## src/hwa_pkg.sv

```systemverilog
`timescale 1ns / 1ps

package hwa_pkg;

    localparam int CFG_INDEX_W = 2;
    localparam int SPEED_W     = 32;
    localparam int DT_W        = 32;
    // |speed| * dt stays below 2^63
    localparam int AREQ_W      = 63;
    // angle per step stays below 2^47 (Q15.32)
    localparam int ANG_W       = AREQ_W - 16;
    localparam int TDIV_W      = ANG_W + 16;
    localparam int PROG_W      = 17;
    localparam logic [PROG_W-1:0] PROG_ONE = 17'd65536;

    localparam logic [CFG_INDEX_W-1:0] REG_JOB_ENABLE = 2'd0;
    localparam logic [CFG_INDEX_W-1:0] REG_PIPE_LENGTH = 2'd1;
    localparam logic [CFG_INDEX_W-1:0] REG_RADIUS = 2'd2;
    localparam logic [CFG_INDEX_W-1:0] REG_RISE = 2'd3;

    typedef enum logic [3:0] {
        OP_NONE,
        OP_MUL_RR,
        OP_MUL_BB,
        OP_SQRT,
        OP_MUL_LA,
        OP_DIV_ANG,
        OP_DIV_TIME,
        OP_MUL_AX,
        OP_DIV_PROG
    } op_t;

    typedef struct packed {
        op_t  op;
        logic start;
        logic capture;
        logic update;
        logic load_out;
    } cmd_t;

    typedef struct packed {
        logic go;
        logic spd_zero;
        logic prog_trivial;
        logic mul_done;
        logic div_done;
        logic sqrt_done;
    } status_t;

endpackage

```

## src/hwa_ctrl.sv

```systemverilog
`timescale 1ns / 1ps

module hwa_ctrl (
    input  logic             clk,
    input  logic             rst_n,
    input  logic             in_valid,
    output logic             in_stall,
    output logic             out_valid,
    input  logic             out_stall,
    input  hwa_pkg::status_t status,
    output hwa_pkg::cmd_t    cmd
);

    typedef enum logic [10:0] {
        S_IDLE      = 11'b00000000001,
        S_MUL_RR    = 11'b00000000010,
        S_MUL_BB    = 11'b00000000100,
        S_SQRT      = 11'b00000001000,
        S_MUL_LA    = 11'b00000010000,
        S_DIV_ANG   = 11'b00000100000,
        S_DIV_TIME  = 11'b00001000000,
        S_MUL_AX    = 11'b00010000000,
        S_UPDATE    = 11'b00100000000,
        S_DIV_PROG  = 11'b01000000000,
        S_OUT       = 11'b10000000000
    } state_t;

    state_t state_reg;
    state_t state_next;
    logic   launched_reg;
    logic   launched_next;
    logic   out_valid_reg;
    logic   out_valid_next;

    always_comb
    begin
        cmd            = '0;
        cmd.op         = hwa_pkg::OP_NONE;
        state_next     = state_reg;
        launched_next  = launched_reg;
        in_stall       = 1'b1;
        out_valid_next = out_valid_reg && out_stall;

        case (state_reg)
            S_IDLE:
            begin
                in_stall = 1'b0;
                if (in_valid)
                begin
                    cmd.capture = 1'b1;
                    state_next  = status.go ? S_MUL_RR : S_DIV_PROG;
                end
            end
            S_MUL_RR:
            begin
                cmd.op        = hwa_pkg::OP_MUL_RR;
                cmd.start     = !launched_reg;
                launched_next = 1'b1;
                if (status.mul_done)
                begin
                    launched_next = 1'b0;
                    state_next    = S_MUL_BB;
                end
            end
            S_MUL_BB:
            begin
                cmd.op        = hwa_pkg::OP_MUL_BB;
                cmd.start     = !launched_reg;
                launched_next = 1'b1;
                if (status.mul_done)
                begin
                    launched_next = 1'b0;
                    state_next    = S_SQRT;
                end
            end
            S_SQRT:
            begin
                cmd.op        = hwa_pkg::OP_SQRT;
                cmd.start     = !launched_reg;
                launched_next = 1'b1;
                if (status.sqrt_done)
                begin
                    launched_next = 1'b0;
                    state_next    = S_MUL_LA;
                end
            end
            S_MUL_LA:
            begin
                cmd.op        = hwa_pkg::OP_MUL_LA;
                cmd.start     = !launched_reg;
                launched_next = 1'b1;
                if (status.mul_done)
                begin
                    launched_next = 1'b0;
                    state_next    = S_DIV_ANG;
                end
            end
            S_DIV_ANG:
            begin
                cmd.op        = hwa_pkg::OP_DIV_ANG;
                cmd.start     = !launched_reg;
                launched_next = 1'b1;
                if (status.div_done)
                begin
                    launched_next = 1'b0;
                    state_next    = S_DIV_TIME;
                end
            end
            S_DIV_TIME:
            begin
                // zero speed: time delta stays at the zero loaded on capture
                if (status.spd_zero)
                begin
                    state_next = S_MUL_AX;
                end
                else
                begin
                    cmd.op        = hwa_pkg::OP_DIV_TIME;
                    cmd.start     = !launched_reg;
                    launched_next = 1'b1;
                    if (status.div_done)
                    begin
                        launched_next = 1'b0;
                        state_next    = S_MUL_AX;
                    end
                end
            end
            S_MUL_AX:
            begin
                cmd.op        = hwa_pkg::OP_MUL_AX;
                cmd.start     = !launched_reg;
                launched_next = 1'b1;
                if (status.mul_done)
                begin
                    launched_next = 1'b0;
                    state_next    = S_UPDATE;
                end
            end
            S_UPDATE:
            begin
                cmd.update = 1'b1;
                state_next = S_DIV_PROG;
            end
            S_DIV_PROG:
            begin
                if (status.prog_trivial)
                begin
                    state_next = S_OUT;
                end
                else
                begin
                    cmd.op        = hwa_pkg::OP_DIV_PROG;
                    cmd.start     = !launched_reg;
                    launched_next = 1'b1;
                    if (status.div_done)
                    begin
                        launched_next = 1'b0;
                        state_next    = S_OUT;
                    end
                end
            end
            S_OUT:
            begin
                if (!out_valid_reg || !out_stall)
                begin
                    cmd.load_out   = 1'b1;
                    out_valid_next = 1'b1;
                    state_next     = S_IDLE;
                end
            end
            default:
            begin
                state_next    = S_IDLE;
                launched_next = 1'b0;
            end
        endcase
    end

    always_ff @(posedge clk or negedge rst_n)
    begin
        if (!rst_n)
        begin
            state_reg     <= S_IDLE;
            launched_reg  <= 1'b0;
            out_valid_reg <= 1'b0;
        end
        else
        begin
            state_reg     <= state_next;
            launched_reg  <= launched_next;
            out_valid_reg <= out_valid_next;
        end
    end

    assign out_valid = out_valid_reg;

endmodule
```

## config.mk

```make
export PLATFORM = sky130hd
export DESIGN_NAME = hwa_ctrl
export DESIGN_NICKNAME = d
export VERILOG_FILES = /design/src/hwa_pkg.sv /design/src/hwa_ctrl.sv
export SDC_FILE = /design/constraint.sdc
export NUM_CORES = 1
export LEC_CHECK = 0
export BUFFER_PORTS_ARGS = -buffer_cell sky130_fd_sc_hd__buf_2
export CORE_MARGIN = 1
export CORE_UTILIZATION = 55
export DETAILED_ROUTE_END_ITERATION = 12
export PLACE_DENSITY = 0.75
export SKIP_LAST_GASP = 1
export SLEW_MARGIN = 5
export SYNTH_ARGS = -nofsm -noshare
export SYNTH_HDL_FRONTEND = slang
export SYNTH_SLANG_ARGS = --single-unit
```

## constraint.sdc

```tcl
create_clock -name clk -period 3.14 [get_ports clk]
set_input_delay 0.628 -clock clk [delete_from_list [all_inputs] [get_ports clk]]
set_output_delay 0.628 -clock clk [all_outputs]
set_load 0.005 [all_outputs]
```

==> results.json, run 1 <==
{
  "cts_max_path_buffers": 2,
  "power.share.combinational": 0.563,
  "p_total_uw": 893,
  "rsz0062_at_grt": "no",
  "maxCapViolCount": 0,
  "placedCellCount": 179,
  "cp_max_fo": 12,
  "cts_tree": "built",
  "num_rows": 16,
  "ant_nets": 0,
  "clk_pin_slew_ps": 90,
  "dieArea_um2": 2370,
  "period_share": 0.955,
  "ys_types": 45,
  "yosysWarnings": 0,
  "cp.arrival_ps": 2370,
  "setup_viol": 0,
  "sw_frac_of_total": 0.445,
  "final_cell_mix": "19 x buf_2, 12 x nor2_1, 9 x dfrtp_1",
  "grt_pass1_wl_um": 5180,
  "critPathTopFamily": "simple AND/OR/NAND/NOR gates",
  "worst_slew_pin_slew_ps": 1130,
  "grt_pass1_vias": 1091,
  "layout-drive-gt1-share": 0.314,
  "nets": 170,
  "n_antenna_cell": 0,
  "status": "finished, final reports clean",
  "ys_seq_area_frac": 0.273,
  "place_area_um2": 1280,
  "cts_buffers": 3,
  "track_usage": 0.281,
  "ir_worst_vdd_uv": 428,
  "syn_area_um2": 1200,
  "hold_violations": 0,
  "finalCriticalPeriod_ps": 3000,
  "stdcell_count": 186,
  "core_um2": 2000,
  "synth_nets": 153,
  "powerDensity_nw_per_um2": 664,
  "firstDrtPassIters": 4,
  "switching_power_uw": 397,
  "synth_seq_cells": 13,
  "largest_register_ffs": 11,
  "synth_flop_cell": "dfrtp_1",
  "syn_avg_cell_area_um2": 8.37,
  "avgViaCountPerCell": 6.24,
  "internal_power_uw": 496,
  "start_util": 0.598,
  "dpl.hpwl_um": 2070,
  "clock_latency_ps": 290,
  "root_buffer": "clkbuf_4",
  "drt-initial-drc-count": 44,
  "portBuffers": 19,
  "design_area_um2": 1350,
  "wl_um": 3000,
  "skew_ps": 7.13,
  "num_io_pins": 20,
  "worstSetupStartpointType": "register",
  "clkSinkCount": 13,
  "hp-class": "in -> async",
  "cp_slowest_cell": "or4_4",
  "fmax_mhz": 334,
  "fp.dieW_um": 48.7,
  "final_common_cell": "buf_2",
  "slew_viol_final": 0,
  "path_buf_inv": 1,
  "leakagePower_nw": 0.619,
  "worstSetupPathType": "reg -> out",
  "vias": 1161,
  "grt_max_degree": 17,
  "routedWlPerCell_um": 16.1,
  "syn2layout_area_growth_pct": 12.3,
  "finalSetupTns_ps": 0,
  "drc": 0,
  "gp_congestion": 0.930,
  "antenna_found_initial": 0,
  "slew_headroom": 0.246,
  "syn_inst": 143,
  "htree_levels": 1,
  "cp.required_ps": 2510,
  "pwr-share-seq": 0.312,
  "hold_buffers": 0,
  "grt-ovfl-total": 0,
  "critPathMaxStageDelay_ps": 650,
  "synth-edff-count": 0,
  "async_reset_ff_frac": 1.00,
  "power_frac_clock": 0.125,
  "crit_chain": "or4_4, or2_2, nor2_1, nand3_1, o221ai_1, buf_2",
  "fp.dieH_um": 48.7,
  "end_kind": "primary output"
}
area by class of cell:
| class | count | area, µm² |
|---|---|---|
| Multi-Input combinational cell | 108 | 772 |
| Fill cell | 186 | 657 |
| Sequential cell | 13 | 330 |
| Timing Repair Buffer | 27 | 155 |
| Tap cell | 27 | 33.8 |
| Inverter | 7 | 26.3 |
| Clock buffer | 3 | 22.5 |
| Clock inverter | 1 | 5.00 |
synthesized netlist by cell type, types with 3 or more instances:
| library cell | count | share of area |
|---|---|---|
| dfrtp_1 | 12 | 0.25 |
| nor2_1 | 12 | 0.038 |
| clkbuf_1 | 11 | 0.034 |
| nor3_1 | 8 | 0.033 |
| inv_1 | 7 | 0.022 |
| mux2_4 | 7 | 0.088 |
| nand2_1 | 7 | 0.022 |
| o21ai_0 | 7 | 0.029 |
| a21oi_1 | 6 | 0.025 |
| xnor2_1 | 5 | 0.037 |
| nor2b_1 | 4 | 0.021 |
| or3_1 | 4 | 0.021 |
| or4_1 | 4 | 0.025 |
| buf_6 | 3 | 0.028 |
| nand3_1 | 3 | 0.013 |
| nand3b_1 | 3 | 0.019 |
| nor3b_1 | 3 | 0.019 |
| or4b_1 | 3 | 0.025 |
| xor2_1 | 3 | 0.022 |
logic make-up after synthesis:
logic type             synth area share
AO/OA/AOI/OAI                     0.150
XOR/XNOR                         0.0585
buffers and inverters            0.0888
flip-flops                        0.273
multiplexers                     0.0972
AND/OR/NAND/NOR                   0.332
power groups by stage:
stage	Sequential (mW)	Clock [mW]	Combinational, mW
6_report	0.279	0.111	0.503
5_1_grt	0.288	0.122	0.552
4_1_cts	0.276	0.110	0.486
3_5_place_dp	0.277	0	0.484
3_3_place_gp	0.277	0	0.475
2_1_floorplan	0.220	0	0.431
metrics by stage:
step,setup slack [ps],util,hold WS (ps)
after CTS,11.6,0.655,232
after floorplan,605,-,332
after global routing,2.88,0.672,227
after global placement,374,0.641,475
after detailed placement,295,0.641,498
final,142,0.672,209
layer usage:
layer | track usage | vias to the layer above | share of wire
li1 | - | 552 | -
met1 | 0.380 | 536 | 0.42
met2 | 0.451 | 62 | 0.48
met3 | 0.0252 | 11 | 0.071
met4 | 0.127 | 0 | 0.032
met5 | 0 | - | 0
path summary, 6_finish.rpt:
path,end,depth (start not counted),slack (ps),startpoint
worst max-delay path,cmd[5],6,140,state_reg[1]
worst min-delay path,state_reg[2],1,210,rst_n
worst max register to register,state_reg[6],7,330,state_reg[5]
worst min register to register,launched_reg,1,520,launched_reg
max in group asynchronous,state_reg[0],1,2650,rst_n
min in group clk,state_reg[0],2,510,in_valid
what timing repair did:
action / in CTS / in global routing
setup buffers: 0 / 3
resized for setup: 0 / 5
endpoints found under the setup margin: 0 / 3
endpoints found under the hold margin: 0 / 0
No activity file was read; power rests on OpenSTA's default activity.
==> inputs of run 2 (changes only) <==
--- a/config.mk
+++ b/config.mk
@@ -5,11 +5,11 @@
 export SDC_FILE = /design/constraint.sdc
 export NUM_CORES = 1
 export LEC_CHECK = 0
-export BUFFER_PORTS_ARGS = -buffer_cell sky130_fd_sc_hd__buf_2
 export CORE_MARGIN = 1
-export CORE_UTILIZATION = 55
+export CORE_UTILIZATION = 59
 export DETAILED_ROUTE_END_ITERATION = 12
-export PLACE_DENSITY = 0.75
+export DONT_BUFFER_PORTS = 1
+export PLACE_DENSITY = 0.72
 export SKIP_LAST_GASP = 1
 export SLEW_MARGIN = 5
 export SYNTH_ARGS = -nofsm -noshare
==> run 2 against run 1 <==
Maximum frequency fell by 1.5%. Highest routed layer unchanged. Non-clock buffer count fell by 20. Via count fell by 9.8%. Final cell count fell by 12%. Power fell by 4.2%. Worst hold slack got worse by 180 ps. Critical path depth fell by 1.
==> results.json, run 2 (same netlist as run 1, synthesis figures left out) <==
{
  "status": "finished, final reports clean",
  "critPathMostFrequentCell": "nor2_1",
  "cp.arrival_ps": 2420,
  "switching_power_uw": 371,
  "slew_headroom": 0.409,
  "hold_violations": 0,
  "fmax_mhz": 328,
  "wl_um": 2720,
  "vias": 1047,
  "cts_repair_resize_count": 0,
  "powerDensity_nw_per_um2": 695,
  "rsz0062_at_grt": "no",
  "dieArea_um2": 2210,
  "track_usage": 0.272,
  "firstDrtPassIters": 4,
  "sw_frac_of_total": 0.434,
  "start_util": 0.658,
  "final_cell_mix": "12 x nor2_1, 10 x dfrtp_1, 8 x nor3_1",
  "p_total_uw": 855,
  "finalCriticalPeriod_ps": 3040,
  "antenna_found_initial": 0,
  "cts_buffers": 3,
  "seqCellArea_um2": 329,
  "wl_met1_um": 1290,
  "worst_slew_pin_slew_ps": 885,
  "nets": 150,
  "routedWlPerCell_um": 16.6,
  "dpl.hpwl_um": 1920,
  "htree_levels": 1,
  "fillers": 153,
  "num_rows": 15,
  "dr.max_layer_used": "met4",
  "final_common_cell": "nor2_1",
  "worstSetupStartpointType": "register",
  "finalSetupTns_ps": 0,
  "end_kind": "primary output",
  "stdcell_count": 164,
  "avgViaCountPerCell": 6.38,
  "utilization": 0.676,
  "period_share": 0.969,
  "multi_input_area_um2": 764,
  "grt_max_degree": 17,
  "clk_pin_slew_ps": 90,
  "grt_pass1_vias": 862,
  "cp.required_ps": 2510,
  "cp_slowest_cell": "or4_4",
  "design_area_um2": 1230,
  "fp.dieH_um": 47.1,
  "core_um2": 1820,
  "grt_pass1_wl_um": 4110,
  "grt-ovfl-total": 0,
  "fp.dieW_um": 47.1,
  "place_area_um2": 1200,
  "root_buffer": "clkbuf_4",
  "crit_chain": "or4_4, or4_1, a21oi_1, nor2_1, nor2_1",
  "clock_latency_ps": 280,
  "portBuffers": 0,
  "n_antenna_cell": 0,
  "layout-drive-gt1-share": 0.187,
  "power.share.combinational": 0.576,
  "met2_wirelength_um": 1220,
  "cts_tree": "built",
  "drc": 0,
  "gp_congestion": 0.821,
  "drt-initial-drc-count": 42,
  "largest_register_ffs": 11,
  "met3_length_um": 198,
  "critPathMaxStageDelay_ps": 630,
  "power_frac_clock": 0.126,
  "ir_worst_vdd_uv": 333,
  "post-cts-setup-buffer-count": 0,
  "worstSetupPathType": "reg -> out",
  "skew_ps": 4.44,
  "internal_power_uw": 484,
  "setup_viol": 0,
  "syn2layout_area_growth_pct": 2.72,
  "num_io_pins": 20,
  "cp_max_fo": 16,
  "leakagePower_nw": 0.523,
  "maxCapViolCount": 0,
  "clkSinkCount": 13,
  "placedCellCount": 160,
  "ant_nets": 0,
  "cts_max_path_buffers": 2,
  "slew_viol_final": 0,
  "hold_buffers": 0,
  "pwr-share-seq": 0.298,
  "hp-class": "in -> async"
}
==> run 2: per-layer routing <==
metal / global-route usage / vias up
met1: 0.406 / 483
li1: - / 508
met5: 0 / -
met2: 0.400 / 54
met4: 0.0857 / 0
met3: 0.0462 / 2
==> run 2: final cells by class <==
type,count,share of cell area
clock buffers,4,0.0214
inverters,7,0.0214
multi-input cells,108,0.622
flip-flops and latches,13,0.268
well taps,25,0.0254
repair buffers,7,0.0427
==> run 2: power groups by stage <==
stage	combinational (mW)	clock [mW]	sequential (mW)
5_1_grt	0.538	0.120	0.262
6_report	0.493	0.108	0.255
2_1_floorplan	0.431	0	0.220
3_5_place_dp	0.482	0	0.257
3_3_place_gp	0.482	0	0.256
4_1_cts	0.487	0.110	0.254
==> run 2: metrics by stage <==
stage / hold slack (ps) / setup WS, ps
6_report: 33.9 / 95.8
5_1_grt: 4.90 / 4.91
4_1_cts: 27.5 / 80.0
3_5_place_dp: 333 / 404
3_3_place_gp: 333 / 393
2_1_floorplan: 332 / 605
==> run 2: worst max-delay path: cells and delay by family (launching register included) <==
kind | cells | cell delay (ps)
AOI/OAI and AO/OA | 1 | 260
DFF | 1 | 510
and+or+nand+nor | 4 | 1370
==> run 2: worst paths after layout <==
| kind | from | end | slack (ps) | depth (start not counted) |
|---|---|---|---|---|
| max | state_reg[5] | cmd[3] | 100 | 5 |
| min | rst_n | state_reg[5] | 30 | 0 |
| max reg2reg | state_reg[1] | state_reg[4] | 420 | 6 |
| min reg2reg | launched_reg | launched_reg | 500 | 1 |
| max in group asynchronous | rst_n | state_reg[0] | 2930 | 0 |
| min in group clk | in_valid | state_reg[0] | 410 | 1 |
==> inputs of run 3 (changes only) <==
--- a/config.mk
+++ b/config.mk
@@ -6,10 +6,10 @@
 export NUM_CORES = 1
 export LEC_CHECK = 0
 export CORE_MARGIN = 1
-export CORE_UTILIZATION = 59
+export CORE_UTILIZATION = 56
 export DETAILED_ROUTE_END_ITERATION = 12
 export DONT_BUFFER_PORTS = 1
-export PLACE_DENSITY = 0.72
+export PLACE_DENSITY = 0.71
 export SKIP_LAST_GASP = 1
 export SLEW_MARGIN = 5
 export SYNTH_ARGS = -nofsm -noshare
==> constraint.sdc (replaced) <==
create_clock -name clk -period 2.7 [get_ports clk]
set_input_delay 0.54 -clock clk [delete_from_list [all_inputs] [get_ports clk]]
set_output_delay 0.54 -clock clk [all_outputs]
set_load 0.1 [all_outputs]
==> run 3 against run 2 <==
The run now ends with setup timing left. First-iteration DRC count is 95% higher. Cell area grew 38%. Register-to-register slack got worse by 310 ps. Clock-buffer cell count unchanged. Sequential power is essentially flat. Utilization grew 18 points. Setup slack got worse by 190 ps. Largest cell class unchanged.
==> results.json, run 3 (same netlist as run 1, synthesis figures left out) <==
{
  "sw_frac_of_total": 0.534,
  "avgViaCountPerCell": 6.68,
  "hp-class": "in -> async",
  "cp_slowest_cell": "or4_4",
  "critPathMaxStageDelay_ps": 580,
  "fp.dieW_um": 48.2,
  "portBuffers": 0,
  "cts_max_path_buffers": 2,
  "num_rows": 16,
  "pwr-share-seq": 0.147,
  "cts_buffers": 3,
  "track_usage": 0.329,
  "post-route-worst-setup-slack_ps": -89.7,
  "fp.dieH_um": 48.2,
  "clkSinkCount": 13,
  "power_frac_clock": 0.079,
  "worstSetupPathType": "reg -> out",
  "wl_um": 4050,
  "antenna_found_initial": 0,
  "fmax_mhz": 358,
  "grt_pass1_vias": 1031,
  "critPathMostFrequentCell": "or4_4",
  "layout-drive-gt1-share": 0.439,
  "p_total_mw": 1.72,
  "final_cell_mix": "23 x buf_4, 11 x dfrtp_1, 8 x nor2_1",
  "period_share": 1.03,
  "syn2layout_area_growth_pct": 41.3,
  "skew_ps": 7.66,
  "dpl.hpwl_um": 2390,
  "end_kind": "primary output",
  "start_util": 0.604,
  "drc": 0,
  "cts_tree": "built",
  "leakagePower_nw": 0.710,
  "switching_power_uw": 921,
  "cp.arrival_ps": 2250,
  "rsz0062_at_grt": "yes",
  "slew_viol_final": 0,
  "path_buf_inv": 1,
  "cp_max_fo": 4,
  "core_um2": 1980,
  "crit_chain": "or4_4, or4_4, a21oi_4, nor2_2, nor2_4, buf_12",
  "num_io_pins": 20,
  "setup_viol": 3,
  "grt_max_degree": 16,
  "dieArea_um2": 2330,
  "maxCapViolCount": 0,
  "worstSetupStartpointType": "register",
  "internal_power_uw": 804,
  "critPathTopFamily": "simple AND/OR/NAND/NOR gates",
  "largest_register_ffs": 11,
  "n_antenna_cell": 0,
  "cp.required_ps": 2160,
  "ir_worst_vdd_uv": 967,
  "firstDrtPassIters": 4,
  "powerDensity_nw_per_um2": 1020,
  "place_area_um2": 1540,
  "stdcell_count": 191,
  "routedWlPerCell_um": 21.2,
  "grt_pass1_wl_um": 5070,
  "vias": 1275,
  "root_buffer": "clkbuf_4",
  "final_common_cell": "buf_4",
  "design_area_um2": 1690,
  "finalCriticalPeriod_ps": 2790,
  "ant_nets": 0,
  "clock_latency_ps": 290,
  "htree_levels": 1,
  "violations": "setup timing",
  "nets": 175,
  "clk_pin_slew_ps": 100,
  "drt-initial-drc-count": 82,
  "placedCellCount": 180,
  "gp_congestion": 0.875,
  "power.share.combinational": 0.774,
  "grt-ovfl-total": 0,
  "worst_slew_pin_slew_ps": 1010,
  "hold_violations": 0,
  "slew_headroom": 0.324,
  "status": "finished, violations left",
  "finalSetupTns_ps": -233
}
run 3: worst reg2reg max path, cell delays in order, from the launching register on:
cell	delay (ps)
dfstp_2	540
or4_4	130
buf_6	110
buf_4	120
buf_4	130
nor3_1	60
o21ai_1	190
nor3b_2	850
mux2_4	370
run 3: area by class of cell:
| cell class | count | area, µm² |
|---|---|---|
| clock buffer | 4 | 26.3 |
| fill | 113 | 290 |
| inverter | 7 | 26.3 |
| multi-input combinational | 108 | 952 |
| sequential | 13 | 328 |
| tap | 27 | 33.8 |
| timing repair buffer | 32 | 325 |
run 3: path summary, 6_finish.rpt:
kind,end,slack [ps],startpoint,cells after the start
worst min-delay path,state_reg[0],80,rst_n,0
worst max-delay path,cmd[3],-90,state_reg[5],6
worst min register to register,out_valid,540,out_valid,2
max in group asynchronous,state_reg[7],1580,rst_n,1
worst max register to register,state_reg[1],110,state_reg[0],8
min in group clk,state_reg[0],320,in_valid,1
run 3: repair_timing:
| item | CTS | global route |
|---|---|---|
| resized for setup | 8 | 7 |
| setup buffers | 3 | 3 |
| endpoints found under the hold margin | 12 | 0 |
| hold buffers | 1 | 0 |
| setup endpoints to repair | 5 | 5 |
| cloned | 0 | 0 |
| pin swaps | 4 | 4 |
run 3: layer usage:
layer / vias to the layer above / global-route usage / share of wire / routed length, µm
met5: - / 0 / 0 / 0
met4: 0 / 0.111 / 0.049 / 197
met3: 31 / 0.0630 / 0.095 / 385
met2: 90 / 0.536 / 0.47 / 1910
met1: 597 / 0.437 / 0.38 / 1550
li1: 557 / - / - / -
run 3: metrics by stage:
| stage | utilization | hold WS, ps | setup WS, ps |
|---|---|---|---|
| finish | 0.854 | 84.8 | -89.7 |
| global route | 0.854 | 62.7 | -140 |
| CTS | 0.826 | 92.0 | -70.7 |
| detailed placement | 0.779 | 245 | 153 |
| global placement | 0.779 | 245 | 197 |
| floorplan | - | 244 | -706 |
run 3: power by group through the flow:
| stage | Clock, mW | Combinational (mW) | Sequential (mW) |
|---|---|---|---|
| after global placement | 0 | 1.14 | 0.253 |
| after CTS | 0.130 | 1.23 | 0.252 |
| after floorplan | 0 | 0.850 | 0.280 |
| after detailed placement | 0 | 1.15 | 0.255 |
| final | 0.137 | 1.33 | 0.254 |
| after global routing | 0.149 | 1.39 | 0.257 |
